===== src/hw/rtl/utf8v_pkg.sv =====
// Shared types and constants for the UTF-8 string validator.
// No dependencies; the RTL files refer to this package by scoped names, the bench files import it.
`timescale 1ns / 1ps

package utf8v_pkg;

    // Width of the running byte counter.
    localparam int COUNT_BITS = 8;
    // Compare width: holds count + 1 and the 8-bit length limit.
    localparam int CMP_W = (COUNT_BITS + 1 > 9) ? COUNT_BITS + 1 : 9;

    localparam logic [COUNT_BITS-1:0] COUNT_MAX = '1;

    localparam logic [7:0] MAX_LENGTH_RST = 8'd128;
    localparam logic [7:0] BYTE_COUNT_MAX = 8'd255;

    // Lead byte ranges
    localparam logic [7:0] LEAD2_LO = 8'hc2;
    localparam logic [7:0] LEAD2_HI = 8'hdf;
    localparam logic [7:0] LEAD3_LO = 8'he0;
    localparam logic [7:0] LEAD3_HI = 8'hef;
    localparam logic [7:0] LEAD4_LO = 8'hf0;
    localparam logic [7:0] LEAD4_HI = 8'hf4;
    localparam logic [7:0] ASCII_LIM = 8'h80;

    // Code point limits
    localparam logic [20:0] MIN_CP2   = 21'h00080;
    localparam logic [20:0] MIN_CP3   = 21'h00800;
    localparam logic [20:0] MIN_CP4   = 21'h10000;
    localparam logic [20:0] MAX_CP    = 21'h10ffff;
    localparam logic [20:0] SURR_LO   = 21'h0d800;
    localparam logic [20:0] SURR_HI   = 21'h0dfff;

    // Sequence length classes (continuation bytes that follow the lead)
    localparam logic [1:0] SEQ_NONE = 2'd0;
    localparam logic [1:0] SEQ_TWO  = 2'd1;
    localparam logic [1:0] SEQ_THREE = 2'd2;
    localparam logic [1:0] SEQ_FOUR = 2'd3;

    typedef struct packed {
        logic       has_byte;
        logic [7:0] data_byte;
        logic       last;
    } utf8v_in_t;

    typedef struct packed {
        logic       ok;
        logic [7:0] byte_count;
    } utf8v_out_t;

    // Per-string decode state
    typedef struct packed {
        logic [COUNT_BITS-1:0] count;
        logic [1:0]            pending;
        logic [20:0]           acc;
        logic [1:0]            seq_class;
        logic                  failed;
    } utf8v_state_t;

    localparam utf8v_state_t STATE_CLEAR = '0;

endpackage


===== src/hw/rtl/utf8v_in_stage.sv =====
// Input register stage of the UTF-8 validator.
// Depends on utf8v_pkg for the input request type.
`timescale 1ns / 1ps

module utf8v_in_stage (
    input  logic                 aclk,
    input  logic                 aresetn,
    input  logic                 s_valid,
    output logic                 s_ready,
    input  utf8v_pkg::utf8v_in_t s_payload,
    input  logic                 take,
    output logic                 item_valid,
    output utf8v_pkg::utf8v_in_t item
);

    logic                 valid_reg;
    logic                 valid_next;
    utf8v_pkg::utf8v_in_t item_reg;

    // Refill whenever the held request leaves or the stage is empty.
    assign s_ready    = !valid_reg || take;
    assign valid_next = (s_valid && s_ready) ? 1'b1 : (take ? 1'b0 : valid_reg);

    always_ff @(posedge aclk) begin
        if (!aresetn) begin
            valid_reg <= 1'b0;
        end else begin
            valid_reg <= valid_next;
        end
    end

    always_ff @(posedge aclk) begin
        if (s_valid && s_ready) begin
            item_reg <= s_payload;
        end
    end

    assign item_valid = valid_reg;
    assign item       = item_reg;

endmodule


===== src/hw/rtl/utf8v_decode.sv =====
// Per-byte UTF-8 check: next string state and the verdict for one request.
// Pure combinational logic; depends on utf8v_pkg.
`timescale 1ns / 1ps

module utf8v_decode (
    input  utf8v_pkg::utf8v_state_t cur,
    input  utf8v_pkg::utf8v_in_t    item,
    input  logic [7:0]              max_length,
    output utf8v_pkg::utf8v_state_t nxt,
    output utf8v_pkg::utf8v_out_t   verdict
);

    logic [utf8v_pkg::CMP_W-1:0] count_inc;
    logic [utf8v_pkg::CMP_W-1:0] count_ext;
    logic [20:0]                 acc_shift;
    logic [20:0]                 cp_min;
    logic [7:0]                  b;
    utf8v_pkg::utf8v_state_t     upd;

    assign b         = item.data_byte;
    assign count_inc = utf8v_pkg::CMP_W'(cur.count) + utf8v_pkg::CMP_W'(1);
    assign acc_shift = {cur.acc[14:0], b[5:0]};

    always_comb begin
        case (cur.seq_class)
            utf8v_pkg::SEQ_TWO:   cp_min = utf8v_pkg::MIN_CP2;
            utf8v_pkg::SEQ_THREE: cp_min = utf8v_pkg::MIN_CP3;
            default:              cp_min = utf8v_pkg::MIN_CP4;
        endcase
    end

    always_comb begin
        upd = cur;
        if (item.has_byte) begin
            if (count_inc > utf8v_pkg::CMP_W'(max_length)) begin
                upd.failed = 1'b1;
            end
            if (!upd.failed) begin
                if (cur.pending == 2'd0) begin
                    if (b == 8'd0) begin
                        upd.failed = 1'b1;
                    end else if (b < utf8v_pkg::ASCII_LIM) begin
                        upd.failed = 1'b0;
                    end else if (b >= utf8v_pkg::LEAD2_LO && b <= utf8v_pkg::LEAD2_HI) begin
                        upd.acc       = 21'(b[4:0]);
                        upd.seq_class = utf8v_pkg::SEQ_TWO;
                        upd.pending   = 2'd1;
                    end else if (b >= utf8v_pkg::LEAD3_LO && b <= utf8v_pkg::LEAD3_HI) begin
                        upd.acc       = 21'(b[3:0]);
                        upd.seq_class = utf8v_pkg::SEQ_THREE;
                        upd.pending   = 2'd2;
                    end else if (b >= utf8v_pkg::LEAD4_LO && b <= utf8v_pkg::LEAD4_HI) begin
                        upd.acc       = 21'(b[2:0]);
                        upd.seq_class = utf8v_pkg::SEQ_FOUR;
                        upd.pending   = 2'd3;
                    end else begin
                        upd.failed = 1'b1;
                    end
                end else if (b[7:6] != 2'b10) begin
                    upd.failed = 1'b1;
                end else begin
                    upd.acc     = acc_shift;
                    upd.pending = cur.pending - 2'd1;
                    // Sequence complete: overlong, above range, or surrogate
                    if (cur.pending == 2'd1) begin
                        if (acc_shift < cp_min || acc_shift > utf8v_pkg::MAX_CP ||
                            (acc_shift >= utf8v_pkg::SURR_LO &&
                             acc_shift <= utf8v_pkg::SURR_HI)) begin
                            upd.failed = 1'b1;
                        end
                    end
                end
            end
            upd.count = (count_inc > utf8v_pkg::CMP_W'(utf8v_pkg::COUNT_MAX)) ?
                        utf8v_pkg::COUNT_MAX : count_inc[utf8v_pkg::COUNT_BITS-1:0];
        end
    end

    assign count_ext = utf8v_pkg::CMP_W'(upd.count);

    always_comb begin
        verdict.ok = !upd.failed && (upd.pending == 2'd0) && (upd.count != '0);
        verdict.byte_count = (count_ext > utf8v_pkg::CMP_W'(utf8v_pkg::BYTE_COUNT_MAX)) ?
                             utf8v_pkg::BYTE_COUNT_MAX : count_ext[7:0];
        nxt = item.last ? utf8v_pkg::STATE_CLEAR : upd;
    end

endmodule


===== src/hw/rtl/utf8v_out_stage.sv =====
// Result register of the UTF-8 validator: holds one verdict until taken.
// Depends on utf8v_pkg for the result type.
`timescale 1ns / 1ps

module utf8v_out_stage (
    input  logic                  aclk,
    input  logic                  aresetn,
    input  logic                  load,
    input  utf8v_pkg::utf8v_out_t verdict,
    output logic                  room,
    output logic                  m_valid,
    input  logic                  m_ready,
    output utf8v_pkg::utf8v_out_t m_payload
);

    logic                  valid_reg;
    logic                  valid_next;
    utf8v_pkg::utf8v_out_t data_reg;

    assign room       = !valid_reg || m_ready;
    assign valid_next = load ? 1'b1 : (m_ready ? 1'b0 : valid_reg);

    always_ff @(posedge aclk) begin
        if (!aresetn) begin
            valid_reg <= 1'b0;
        end else begin
            valid_reg <= valid_next;
        end
    end

    always_ff @(posedge aclk) begin
        if (load) begin
            data_reg <= verdict;
        end
    end

    assign m_valid   = valid_reg;
    assign m_payload = data_reg;

endmodule


===== src/hw/rtl/utf8_string_validator.sv =====
// UTF-8 string validator: a request passes the input register, then its verdict the m_ register.
// Throughput: one byte per cycle unless a last request waits for room; the string
// state register and utf8v_decode close a loop, and verdicts drain in parallel.
// Reset (aresetn low, synchronous): both stages empty, string state cleared,
// max_length back to 128. No clearing pass; ready in the first cycle after reset.
`timescale 1ns / 1ps

module utf8_string_validator (
    input  logic                  aclk,
    input  logic                  aresetn,
    // byte requests
    input  logic                  s_valid,
    output logic                  s_ready,
    input  utf8v_pkg::utf8v_in_t  s_payload,
    // verdicts, one per string
    output logic                  m_valid,
    input  logic                  m_ready,
    output utf8v_pkg::utf8v_out_t m_payload,
    // max_length register write
    input  logic                  cfg_valid,
    output logic                  cfg_ready,
    input  logic [7:0]            cfg_data
);

    logic                    item_valid;
    utf8v_pkg::utf8v_in_t    item;
    logic                    take;
    logic                    room;
    logic                    load;
    utf8v_pkg::utf8v_state_t state_reg;
    utf8v_pkg::utf8v_state_t state_next;
    utf8v_pkg::utf8v_out_t   verdict;
    logic [7:0]              max_length_reg;

    // Stage 1: the incoming request lands in a register.
    utf8v_in_stage u_in (
        .aclk       (aclk),
        .aresetn    (aresetn),
        .s_valid    (s_valid),
        .s_ready    (s_ready),
        .s_payload  (s_payload),
        .take       (take),
        .item_valid (item_valid),
        .item       (item)
    );

    // Stage 2: check the held byte against the running string state.
    utf8v_decode u_dec (
        .cur        (state_reg),
        .item       (item),
        .max_length (max_length_reg),
        .nxt        (state_next),
        .verdict    (verdict)
    );

    // A byte that does not end a string never waits; a last request needs
    // space in the verdict register (free now or emptied this cycle).
    assign take = item_valid && (!item.last || room);
    assign load = take && item.last;

    always_ff @(posedge aclk) begin
        if (!aresetn) begin
            state_reg <= utf8v_pkg::STATE_CLEAR;
        end else if (take) begin
            state_reg <= state_next;
        end
    end

    // Length limit register; the user must write it only between strings, the block does not enforce it.
    assign cfg_ready = 1'b1;

    always_ff @(posedge aclk) begin
        if (!aresetn) begin
            max_length_reg <= utf8v_pkg::MAX_LENGTH_RST;
        end else if (cfg_valid) begin
            max_length_reg <= cfg_data;
        end
    end

    // Verdict register toward the consumer.
    utf8v_out_stage u_out (
        .aclk      (aclk),
        .aresetn   (aresetn),
        .load      (load),
        .verdict   (verdict),
        .room      (room),
        .m_valid   (m_valid),
        .m_ready   (m_ready),
        .m_payload (m_payload)
    );

endmodule


===== config.mk =====
export PLATFORM = sky130hd
export DESIGN_NAME = utf8_string_validator
export DESIGN_NICKNAME = d
export VERILOG_FILES = /design/src/hw/rtl/utf8v_pkg.sv /design/src/hw/rtl/utf8v_in_stage.sv /design/src/hw/rtl/utf8v_decode.sv /design/src/hw/rtl/utf8v_out_stage.sv /design/src/hw/rtl/utf8_string_validator.sv
export SDC_FILE = /design/constraint.sdc
export NUM_CORES = 1
export LEC_CHECK = 0
export BUFFER_PORTS_ARGS = -buffer_cell sky130_fd_sc_hd__buf_2
export CORE_ASPECT_RATIO = 1.75
export CORE_MARGIN = 2
export CORE_UTILIZATION = 40
export DETAILED_ROUTE_END_ITERATION = 8
export GPL_TIMING_DRIVEN = 0
export HOLD_SLACK_MARGIN = 0.08
export SETUP_SLACK_MARGIN = 0.4
export SLEW_MARGIN = 30
export SYNTH_ARGS = -nofsm -noshare
export SYNTH_HDL_FRONTEND = slang
export SYNTH_SLANG_ARGS = --single-unit
export TNS_END_PERCENT = 30

===== constraint.sdc =====
create_clock -name aclk -period 3.1 [get_ports aclk]
set_input_delay 0.31 -clock aclk [delete_from_list [all_inputs] [get_ports aclk]]
set_output_delay 0.31 -clock aclk [all_outputs]
set_load 0.005 [all_outputs]

==> results of run 1 <==
-- final cells by class --
class | instances | area (um2) | area share, %
plain buffers | 16 | 123.9 | 3.150
clock buffers | 12 | 267.8 | 6.809
clock inverters | 4 | 23.77 | 0.6045
inverters | 21 | 78.83 | 2.004
multi-input cells | 213 | 1703 | 43.30
flip-flops and latches | 57 | 1341 | 34.11
well taps | 88 | 110.1 | 2.800
repair buffers | 48 | 284.0 | 7.222
-- power by group through the flow --
stage	Combinational, mW	Sequential [mW]	Clock [mW]
after floorplan	0.103	0.823	0
after global placement	0.149	0.827	0
after detailed placement	0.152	0.829	0
after CTS	0.169	0.812	0.972
after global routing	0.194	0.814	1.01
final	0.176	0.812	0.959
-- synth_stat cells, types with 7 or more instances --
cell,n
ha_1,16
o21ai_0,11
a22oi_1,7
nand2_1,18
nor2_1,14
nor2b_1,16
clkbuf_1,7
a22o_1,8
nand3_1,10
mux2i_1,7
a31oi_1,7
inv_1,21
a21oi_1,9
dfxtp_1,38
edfxtp_1,19
-- final timing paths --
| path | from | to | slack (ns) | depth (start not counted) |
|---|---|---|---|---|
| worst max register to register | state_reg[26] | state_reg[8] | 0.33 | 12 |
| worst min register to register | state_reg[3] | state_reg[3] | 0.49 | 1 |
| worst min-delay path | s_payload[9] | u_in.item[9] | 0.15 | 1 |
| worst max-delay path | state_reg[26] | state_reg[8] | 0.33 | 12 |
-- metal layers --
metal  wire (um)  vias up  part of all wire [%]
li1            -     1261                     -
met1        2723     1211                    35
met2        4585       36                    59
met3         138       17                   1.8
met4         344        0                   4.4
met5           0        -                     0
-- through the flow --
stage,hold slack (ns),instances,cell area (um2)
final,0.1542,459,3933
after global routing,0.1437,459,3933
after CTS,0.1451,457,3874
after detailed placement,0.4691,427,3344
after global placement,0.4661,427,3338
after floorplan,0.4089,307,3068
-- cell families after synthesis --
family          share of synthesized area (%)
other cells                            0.1232
compound gates                          21.18
flops                                   43.75
simple gates                            17.43
fa+ha+maj                               6.579
xor+xnor                                2.015
buf+inv                                 5.510
mux                                     3.413
-- what timing repair did --
action | 4_1_cts | 5_1_grt
pin swaps | 17 | 11
gates cloned | 1 | 0
resized for setup | 32 | 8
hold buffers | 0 | 0
setup buffers | 13 | 2
setup endpoints to repair | 21 | 20
-- critical path, stage by stage (launching register included) --
cell     delay (ns)
dfxtp_4        0.37
ha_4           0.16
nand2_1        0.10
nor2_4         0.16
xor2_2         0.18
ha_1           0.27
o21ai_2        0.07
nor2_2         0.07
o41ai_4        0.40
nand2_2        0.14
o311a_4        0.38
buf_6          0.14
a22o_1         0.22
==> results.md, run 1 <==
* Syn nets at 346
* Skew final at 0.008067 ns
* Max-cap viol count at 0
* Core Area at 7462 um2
* Site row count at 42
* Net Switching at 464.1 uW
* Maximum clock path buffer count at 2
* Met3 usage at 3.723%
* Worst skew pair latency at 0.33 ns
* Initial antenna violation count at 0
* Port bufs at 32
* Worst Setup End Kind: register
* Starting Density at 40.78%
* Starting DRT DRC Count at 69
* Tmin final at 2.769 ns
* Hpwl dp at 5.696 mm
* Largest net degree at the start of global routing at 11
* Mapped Area at 3043 um2
* Synth-to-layout area growth at 29.24%
* Status: complete, no violations
* Net Sw Frac at 23.85%
* Top Usage Layer GRT: met2
* Final setup margin at 0.3305 ns
* Syn avg cell area at 9.912 um2
* Post-synth EDFFs at 19
* Crit path max fanout at 7
* Clk root buf: clkbuf_16
* I/O pins at 35
* GR Util met2 at 38.93%
* Final Cycle Share at 89.34%
* # nets final at 405
* Layout cells sized above 1 at 30.46%
* Most frequent cells in the layout: dfxtp_1 (34), buf_2 (33), inv_1 (21)
* Die width at 69.93 um
* CP startpoint kind: register
* Synth cell types at 58
* Yosys reg bits at 57
* First-pass GRT wire length at 12.59 mm
* Setup violators final at 0
* Clock H-tree levels at 3
* Logic pwr share at 9.0%
* CP required at 3.32 ns
* Most common cell after layout, fill and taps aside: dfxtp_1
* Pint at 1.482 mW
* Routability congestion estimate at 0.8938
* Via count at 2525
* Slew Viols, Final at 0
* Largest register FFs at 28
* CTS tree: yes
* Count of final hold-check violations at 0
* Die ar. at 8348 um2
* Syn. warnings at 0
* RSZ-0062 raised after global routing: true
* Setup Total Neg Slack at 0 ns
* Crit path arrival time at 2.99 ns
* ANT cells at 0
* DRC viols at 0
* Worst Hold Class: primary input to register
* Num CTS Buffers at 9
* Clock transition at the registers of the reported paths at 0.06 ns
* Final Util at 52.70%
* Sequential area share after synthesis at 43.75%
* Congestion Overflow GR at 0
* Fillers at 714
* Tot GR Track Use at 19.74%
* Chip height at 119.4 um
* Vias per cell at 5.501
* DP Worst Slack at -0.1420 ns
* Largest cells by area after synthesis: dfxtp_1 (25%), edfxtp_1 (19%), ha_1 (6.6%), nor2b_1 (3.3%), inv_1 (2.6%)
* Worst slew pin tran at 0.6194 ns
* Power per cell area at 495.0 nW/um2
* Via count of the first global-routing pass at 2637
* Fraction of registers with async set/reset at 0%
* Gate Count Post-Synth at 307
* Yosys top cell area share at 25.00%
* Antenna viol nets, final at 0
* Leak pwr at 1.598 nW
* Sequential power share at 41.7%
* Most common flop cell mapped by yosys: dfxtp_1
* Met1 global-route usage at 17.35%
* Leading area contributor after synthesis: dfxtp_1
* Total iterations of the first detailed-routing run at 4
* Total Power at 1.946 mW
* Worst relative slew slack at 58.57%
* WL/cell at 16.97 um
* DRT Wirelength at 7.791 mm
* Fmax at 361.1 MHz
* Worst IR Drop VDD at 343.2 uV
* Crit Path Class: register to register
* Clock Sinks at 57
* Clk network pwr share at 49.3%
No activity file was read; power rests on OpenSTA's default activity.
==> run 2: changes to the inputs <==
Clock period 3.1 ns to 2.52 ns, I/O delays scaled along.
==> run 2 against run 1 <==
Against the previous run: the flow now finishes with violations (setup timing); critical path depth rose by 1; via count grew 2.5%; sequential power rose by 23%; routed wire length rose by 1.6%; die area is the same; combinational power is 27% higher; register-to-register slack lost 0.62 ns; core utilization up 1.1 points; clock skew is 0.0037 ns lower; sequential share of layout area decreased by 0.67 points; largest power group unchanged.
==> results.md, run 2 (synthesis results as in run 1) <==
* Initial antenna violation count at 0 (unchanged)
* Status: finished, violations left
* Slew Viols, Final at 0 (unchanged)
* Largest delay share family, worst path: compound AO/OA/AOI/OAI gates
* Violated checks: setup timing
* First-pass GRT wire length at 12.68 mm (+0.72%)
* Die ar. at 8348 um2 (unchanged)
* Most common cell after layout, fill and taps aside: dfxtp_1
* Crit path max fanout at 8 (+1)
* Final instance area at 4011 um2 (+2.0%)
* Reg2reg path depth at 13 (+1)
* Congestion Overflow GR at 0 (unchanged)
* Worst skew pair latency at 0.33 ns (about the same)
* Crit path arrival time at 3.03 ns (+0.04 ns)
* Largest net degree at the start of global routing at 11 (unchanged)
* Site row count at 42 (unchanged)
* Starting Density at 40.78% (unchanged)
* Clock Sinks at 57 (unchanged)
* Core Area at 7462 um2 (unchanged)
* ANT cells at 0 (unchanged)
* Leak pwr at 1.638 nW (+2.5%)
* Final Cycle Share at 111.3% (+22 points)
* Worst slew pin tran at 0.6197 ns (+0.0002374 ns)
* CTS tree: yes
* Clk root buf: clkbuf_16
* Starting DRT DRC Count at 98 (+42%)
* DRT Wirelength at 7.919 mm (+1.6%)
* Maximum clock path buffer count at 2 (unchanged)
* WL/cell at 17.07 um (+0.55%)
* Tot GR Track Use at 19.88% (+0.14 points)
* RSZ-0062 raised after global routing: true
* Buf/Inv on CP at 3 (+2)
* Hold Path Cell Cnt at 1 (unchanged)
* Worst IR Drop VDD at 435.8 uV (+27%)
* Vias per cell at 5.578 (+1.4%)
* Worst Hold Class: primary input to register
* Num CTS Buffers at 9 (unchanged)
* Clock H-tree levels at 3 (unchanged)
* Antenna viol nets, final at 0 (unchanged)
* Die width at 69.93 um (unchanged)
* RR Startpoint: state_reg[28]
* # nets final at 410 (+1.2%)
* Count of final hold-check violations at 0 (unchanged)
* Crit Path Class: register to register
* Most frequent cells in the layout: dfxtp_1 (34), buf_2 (33), inv_1 (20)
* DP Worst Slack at -0.6412 ns (-0.4991 ns)
* Via count of the first global-routing pass at 2664 (+1.0%)
* Worst hold path endpoint: u_in.item[1]
* Hold buffers post-CTS at 0 (unchanged)
* Largest register FFs at 28 (unchanged)
* Setup violators final at 19 (+19)
* Port bufs at 32 (unchanged)
* Chip height at 119.4 um (unchanged)
* DRC viols at 0 (unchanged)
* Cell Chain, Critical Path: buf_6 > and3_4 > nand3_4 > xnor2_4 > ha_4 > o21ai_2 > nor2_2 > o41ai_4 > buf_4 > nand2_4 > o311a_4 > buf_6 > a22o_1
* Worst Setup End Kind: register
* Placed inst area at 3377 um2 (+0.97%)
* Most used cell, CP: buf_6
* Skew final at 0.004414 ns (-0.003653 ns)
* Slowest CP cell: o311a_4
* Power per cell area at 590.3 nW/um2 (+19%)
* Final setup margin at -0.2856 ns (-0.6161 ns)
* R2R Path End: state_reg[8]
* Fillers at 688 (-3.6%)
* Clock transition at the registers of the reported paths at 0.05 ns (about the same)
* CP startpoint kind: register
* Tmin final at 2.806 ns (+0.03612 ns)
* Total iterations of the first detailed-routing run at 4 (unchanged)
* Via count at 2588 (+2.5%)
* Routability congestion estimate at 0.8770 (-1.9%)
* Worst relative slew slack at 58.56% (about the same)
* Worst hold start: s_payload[1]
* Synth-to-layout area growth at 31.83%
* R2r setup slk at -0.29 ns (-0.62 ns)
* Max-cap viol count at 0 (unchanged)
* I/O pins at 35 (unchanged)
* CP max stage delay at 0.37 ns (-0.03 ns)
* Hpwl dp at 5.614 mm (-1.4%)
* Layout cells sized above 1 at 32.45% (+2.0 points)
* CP required at 2.74 ns (-0.58 ns)
* Fmax at 356.4 MHz (-1.3%)
==> run 2: changes by cell type in the layout (fill, tap and decap cells not counted), sizes merged <==
| cell | previous run | this run |
|---|---|---|
| inv | 22 | 20 |
| clkinv | 2 | 3 |
| buf | 56 | 62 |
==> run 2: final cells by class <==
type | count | area, um2 | area share (%)
flip-flops and latches | 57 | 1341 | 33.44
plain buffers | 16 | 128.9 | 3.213
clock buffers | 13 | 270.3 | 6.737
repair buffers | 53 | 337.8 | 8.422
well taps | 88 | 110.1 | 2.745
inverters | 21 | 82.58 | 2.059
clock inverters | 3 | 15.01 | 0.3743
multi-input cells | 213 | 1725 | 43.01
==> run 2: worst max path at each step <==
stage             startpoint                  to  depth (start not counted)
2_1_floorplan  state_reg[28]        state_reg[8]                         12
3_3_place_gp   state_reg[27]  u_out.m_payload[8]                         12
3_5_place_dp   state_reg[27]  u_out.m_payload[8]                         12
4_1_cts        state_reg[27]        state_reg[8]                         12
5_1_grt        state_reg[26]       state_reg[14]                         12
6_report       state_reg[28]        state_reg[8]                         13
==> run 2: per-stage QoR <==
step | util (%) | hold slack [ns] | instances | power [mW] | TNS (ns)
global route | 53.76 | 0.08872 | 464 | 2.462 | -6.052
detailed placement | 45.25 | 0.4307 | 427 | 1.206 | -8.085
finish | 53.76 | 0.09578 | 464 | 2.368 | -4.023
CTS | 52.06 | 0.08578 | 459 | 2.372 | -6.491
global placement | 45.17 | 0.4289 | 427 | 1.203 | -6.881
floorplan | - | 0.3509 | 307 | 1.140 | -0.08658
==> run 2: metal layers <==
metal,vias up,share of wire [%],global-route usage (%)
met5,-,0,0
met4,0,6.0,17.31
met3,28,3.1,3.723
met2,61,56,35.89
met1,1234,35,18.49
li1,1265,-,-
==> run 2: power by group <==
group          internal, mW  switching (mW)
logic                 0.103           0.122
clock network         0.739           0.406
registers             0.978          0.0209
total                  1.82           0.548
==> run 2: repair_timing <==
item | 4_1_cts | 5_1_grt
setup endpoints to repair | 21 | 21
gates cloned | 1 | 0
pin swaps | 17 | 14
buffers inserted | 15 | 5
gates resized for setup | 17 | 16
endpoints found under the hold margin | 0 | 0
